==> src/design/qtr_pkg.sv <==
// ----------------------------------------------------------------------------
// qtr_pkg
// shared types and constants of the quad texture rasterizer
// ----------------------------------------------------------------------------
package qtr_pkg;

    localparam int TEX_WIDTH   = 64;
    localparam int TEX_HEIGHT  = 64;
    localparam int SCREEN_SIZE = 1024;
    localparam int STORE_DEPTH = 4096;
    localparam int ADDR_W      = 12;
    localparam int FRAC_BITS   = 20;

    localparam int COORD_W = 12;               // corner coordinate
    localparam int PIX_W   = 10;               // screen coordinate
    localparam int DIFF_W  = 13;               // vertex difference
    localparam int PROD_W  = 2 * DIFF_W;       // one edge product
    localparam int XP_W    = PROD_W + 1;       // cross product
    localparam int MAG_W   = 26;               // |den|, and nu, nv on a hit
    localparam int Q_W     = FRAC_BITS + 1;    // barycentric in [0,1]
    localparam int ACC_W   = Q_W + 11;         // scaled texel coordinate
    localparam int TC_W    = ACC_W - FRAC_BITS;

    localparam int NUM_REGS = 8;
    localparam int IDX_W    = 3;

    // configuration register indexes
    localparam logic [IDX_W-1:0] REG_C0X = 3'd0;
    localparam logic [IDX_W-1:0] REG_C0Y = 3'd1;
    localparam logic [IDX_W-1:0] REG_C1X = 3'd2;
    localparam logic [IDX_W-1:0] REG_C1Y = 3'd3;
    localparam logic [IDX_W-1:0] REG_C2X = 3'd4;
    localparam logic [IDX_W-1:0] REG_C2Y = 3'd5;
    localparam logic [IDX_W-1:0] REG_C3X = 3'd6;
    localparam logic [IDX_W-1:0] REG_C3Y = 3'd7;

    // input word kinds
    localparam logic KIND_WRITE = 1'b0;
    localparam logic KIND_PIXEL = 1'b1;

    typedef logic signed [3:0][COORD_W-1:0] corners_t;

    typedef struct packed {
        logic              kind;
        logic [ADDR_W-1:0] texel_address;
        logic [7:0]        texel_byte0;
        logic [7:0]        texel_byte1;
        logic [7:0]        texel_byte2;
        logic [PIX_W-1:0]  pixel_x;
        logic [PIX_W-1:0]  pixel_y;
    } in_word_t;

    typedef struct packed {
        logic       covered;
        logic [7:0] out_byte0;
        logic [7:0] out_byte1;
        logic [7:0] out_byte2;
    } out_word_t;

    // control travelling alongside the datapath
    typedef struct packed {
        logic              valid;
        logic              is_pix;
        logic              hit;
        logic              tri_b;
        logic [ADDR_W-1:0] waddr;
        logic [23:0]       wdata;
    } ctl_t;

endpackage

==> src/design/qtr_div_pipe.sv <==
// ----------------------------------------------------------------------------
// qtr_div_pipe
// pipelined restoring divider, one quotient bit per stage, u and v together
// ----------------------------------------------------------------------------
module qtr_div_pipe
(
    input  logic                        clk,
    input  logic                        rst_n,
    input  logic                        en,
    input  qtr_pkg::ctl_t               ctl_in,
    input  logic [qtr_pkg::MAG_W-1:0]   num_u,
    input  logic [qtr_pkg::MAG_W-1:0]   num_v,
    input  logic [qtr_pkg::MAG_W-1:0]   den,
    output qtr_pkg::ctl_t               ctl_out,
    output logic [qtr_pkg::Q_W-1:0]     quo_u,
    output logic [qtr_pkg::Q_W-1:0]     quo_v
);

    localparam int N = qtr_pkg::Q_W;
    localparam int M = qtr_pkg::MAG_W;

    qtr_pkg::ctl_t [N-1:0]  ctl_reg;
    logic [N-1:0][M-1:0]    den_reg;
    logic [N-1:0][M-1:0]    ru_reg, ru_next, rv_reg, rv_next;
    logic [N-1:0][N-1:0]    qu_reg, qu_next, qv_reg, qv_next;

    always_comb
    begin
        logic [M:0] tu, tv, dd;
        logic       bu, bv;
        // first stage: numerator is at most den, so no doubling
        dd = {1'b0, den};
        tu = {1'b0, num_u};
        tv = {1'b0, num_v};
        bu = (tu >= dd);
        bv = (tv >= dd);
        ru_next[0] = M'(bu ? tu - dd : tu);
        rv_next[0] = M'(bv ? tv - dd : tv);
        qu_next[0] = N'(bu);
        qv_next[0] = N'(bv);
        for (int k = 1; k < N; k++)
        begin
            dd = {1'b0, den_reg[k-1]};
            tu = {ru_reg[k-1], 1'b0};
            tv = {rv_reg[k-1], 1'b0};
            bu = (tu >= dd);
            bv = (tv >= dd);
            ru_next[k] = M'(bu ? tu - dd : tu);
            rv_next[k] = M'(bv ? tv - dd : tv);
            qu_next[k] = {qu_reg[k-1][N-2:0], bu};
            qv_next[k] = {qv_reg[k-1][N-2:0], bv};
        end
    end

    always_ff @(posedge clk or negedge rst_n)
    begin
        if (!rst_n)
        begin
            ctl_reg <= '0;
        end
        else if (en)
        begin
            ctl_reg <= {ctl_reg[N-2:0], ctl_in};
        end
    end

    always_ff @(posedge clk)
    begin
        if (en)
        begin
            den_reg <= {den_reg[N-2:0], den};
            ru_reg  <= ru_next;
            rv_reg  <= rv_next;
            qu_reg  <= qu_next;
            qv_reg  <= qv_next;
        end
    end

    assign ctl_out = ctl_reg[N-1];
    assign quo_u   = qu_reg[N-1];
    assign quo_v   = qv_reg[N-1];

endmodule

==> config.mk <==
export PLATFORM = sky130hd
export DESIGN_NAME = qtr_div_pipe
export DESIGN_NICKNAME = d
export VERILOG_FILES = /design/src/design/qtr_pkg.sv /design/src/design/qtr_div_pipe.sv
export SDC_FILE = /design/constraint.sdc
export NUM_CORES = 2
export LEC_CHECK = 0
export BUFFER_PORTS_ARGS = -buffer_cell sky130_fd_sc_hd__buf_2
export CORE_MARGIN = 2
export CORE_UTILIZATION = 51
export CTS_CLUSTER_SIZE = 30
export DETAILED_ROUTE_END_ITERATION = 8
export GPL_TIMING_DRIVEN = 0
export PLACE_DENSITY = 0.67
export SLEW_MARGIN = 20
export SYNTH_ARGS = -nofsm -noshare
export SYNTH_HDL_FRONTEND = slang
export SYNTH_SLANG_ARGS = --single-unit
==> constraint.sdc <==
create_clock -name clk -period 9.35 [get_ports clk]
set_input_delay 0.4675 -clock clk [delete_from_list [all_inputs] [get_ports clk]]
set_output_delay 0.4675 -clock clk [all_outputs]
set_load 0.02 [all_outputs]
==> results.ini <==
[status]
outcome = complete, no violations

[pwr]
powerDensity_nw_per_um2 = 368
switching_share_pct = 38.8
internal_power_uw = 39300
combPwrFrac_pct = 45.2
p_sw_uw = 24900
p_leak_uw = 0.0716
power_frac_clock_pct = 19.4
peakVddDrop_mv = 0.205
pwr-share-seq_pct = 35.4

[synth]
avgSynthCellArea_um2 = 12.0
synthFlopType = edfxtp_1
synthTopCellsByCount = edfxtp_1, mux2_2, ha_1
yosys_warnings = 0
synthArstFlopShare_pct = 29.4
syn_inst = 12900
ys_top_cells_by_area = edfxtp_1, dfrtp_1, mux2_2
synth_fp_nets = 14200
synth_edf_count = 2022
seq_area_frac_synth_pct = 52.5
synth_cell_type_count = 92
synth_top_cell_by_area = edfxtp_1
synth-seq-cells = 2862
yosysMostFrequentCell = edfxtp_1
synthesis.area_um2 = 156000
synth_top_area_share_pct = 39.0

[clock_network]
numCtsBuffers = 310
insertion_delay_ns = 0.95
clockBufferDepth = 4
root_buffer = clkbuf_16
cts_resized = 0
clkTransAtPathRegs_ns = 0.06
cts_tree = built
cts.sinks = 2862
htreeDepth = 5

[cells_and_area]
multi_input_area_um2 = 69500
drive_above_1_share_pct = 16.8
nFillCells = 24900
synthToLayoutAreaGrowth_pct = 11.8
fin_nets = 14900
regArea_um2 = 81700
largest_register_ffs = 800

[global_route]
grt_pass1_vias = 104000
antenna_found_initial = 12
track_usage_pct = 27.4
busiest_layer = met2
use_met1_pct = 35.2
grt_use_met3_pct = 2.64
grtUsageMet2_pct = 47.0
grt_pass1_wl_um = 642000
grt-ovfl-total = 0
grt_start_max_net_pins = 161

[critical_path]
crit_required_ns = 9.93
critPathMaxFanout = 10
critPathLaunchType = flip-flop
crit_path_end_kind = flip-flop
cp_data_arrival_time_ns = 6.37
path_class = flip-flop to flip-flop

[floorplanning]
dieArea_um2 = 310000
die_x_um = 557
fp-row-count = 202
initial_core_util_pct = 51.4
io_pins = 203
core_um2 = 303000
dieHeight_um = 557

[detailed_routing]
dr.pass1.iters = 6
drcViolationCount = 0
vias_per_cell = 5.85
routedWlPerCell_um = 24.2
vias = 104000
drt_iter0_drc = 8719
wl_um = 432000
drtAntennaViolNets = 0

[sta]
skew_ns = 0.0950
period_minus_slack_ns = 5.79
finalSetupViolCount = 0
fmaxAchievable_mhz = 173
hold_viol_final = 0
fin_crit_sh_pct = 62.0
slew_headroom_pct = 13.0
tns_ns = 0
grt_setup_unrepaired = no
drv_slew = 0
worst_pin_slew_ns = 1.29
holdWs_ns = 0.0820

[placed_design]
gp_congestion = 0.976
port_buffers = 202
hpwl_um = 340000

[worst_hold_path]
min_path_type = primary input to asynchronous set/reset pin

[run]
max_cap_violations = 0

==> placed cells by master, fill, tap and decap left out, types with 136 or more instances in the layout <==
cell type / count
nor3_1: 148
dfrtp_1: 840
xor2_1: 312
clkbuf_1: 321
xnor2_1: 550
mux2_2: 1430
ha_1: 1090
o21bai_1: 142
nand2b_1: 147
a21o_1: 484
buf_2: 241
clkbuf_16: 315
nor2_1: 683
inv_1: 809
edfxtp_1: 2022
nand3_1: 194
nand2_1: 619
a21oi_1: 963
o21ai_0: 641
nand4_1: 136
==> critical path, cell delays in order, from the launching register on <==
cell,delay (ns)
edfxtp_1,0.43
inv_1,0.10
ha_1,0.40
o21ai_0,0.19
nand2_1,0.09
o21ai_0,0.07
a31oi_1,0.32
o21ai_0,0.33
o31ai_1,0.46
a21oi_1,0.24
o31ai_1,1.00
clkbuf_1,0.75
clkbuf_1,0.79
a21oi_1,0.26
==> power groups by stage <==
stage | sequential (µW) | clock [µW] | combinational [µW]
final | 22700 | 12400 | 29000
after global routing | 23100 | 13200 | 31600
after CTS | 22800 | 12700 | 28800
after detailed placement | 23000 | 0 | 28500
after global placement | 23500 | 0 | 28100
after floorplan | 20800 | 0 | 20900
==> metal layers <==
metal	share of wire, %	routed length [µm]	vias to the layer above
li1	-	-	49300
met1	42	181000	51500
met2	49	211000	2855
met3	4.3	18400	742
met4	4.8	20700	2
met5	0.0046	20	-
==> per-stage QoR <==
| stage | power (µW) | instance area, µm² | cells | setup slack [ns] | utilization (%) |
|---|---|---|---|---|---|
| 2_1_floorplan | 41700 | 156000 | 12900 | 5.36 | - |
| 3_3_place_gp | 51600 | 162000 | 17100 | -26.03 | 53.4 |
| 3_5_place_dp | 51500 | 163000 | 17200 | 3.76 | 53.6 |
| 4_1_cts | 64400 | 174000 | 17800 | 3.70 | 57.4 |
| 5_1_grt | 67900 | 174000 | 17800 | 3.44 | 57.4 |
| 6_report | 64200 | 174000 | 17800 | 3.56 | 57.5 |
==> cell families after synthesis <==
logic type / after synthesis / share of synthesized area [%]
and+or+nand+nor: 2403 / 7.38
muxes: 1456 / 10.5
adders and majority gates: 1130 / 9.27
AOI/OAI and AO/OA: 3062 / 12.5
DFF: 2862 / 52.5
buffers and inverters: 1172 / 2.99
xor gates and xnor gates: 862 / 4.85
==> worst paths after layout <==
kind                                 to          from  slack, ns  depth (start not counted)
max                         rv_reg[354]  den_reg[316]       3.56                         13
min                        ctl_reg[757]         rst_n       0.08                          3
max reg2reg                 rv_reg[354]  den_reg[316]       3.56                         13
min reg2reg                qv_next[299]  qv_next[277]       0.35                          0
max in group asynchronous  ctl_reg[532]         rst_n       6.45                          8
min in group clk             den_reg[5]        den[5]       0.28                          2
==> final cells by class <==
| class | count | share of cell area, % |
|---|---|---|
| diodes | 10 | 0.0144 |
| plain buffers | 363 | 0.936 |
| clock buffers | 396 | 4.79 |
| clock inverters | 169 | 1.19 |
| inverters | 809 | 1.74 |
| multi-input cells | 8913 | 39.9 |
| flip-flops and latches | 2862 | 46.9 |
| well taps | 3978 | 2.86 |
| repair buffers | 348 | 1.68 |
==> timing repair <==
| action | 4_1_cts | 5_1_grt |
|---|---|---|
| hold buffers | 121 | 0 |
| hold endpoints to repair | 361 | 0 |
| setup buffers | 0 | 0 |
Note: power is estimated with default switching activity, not from simulation.
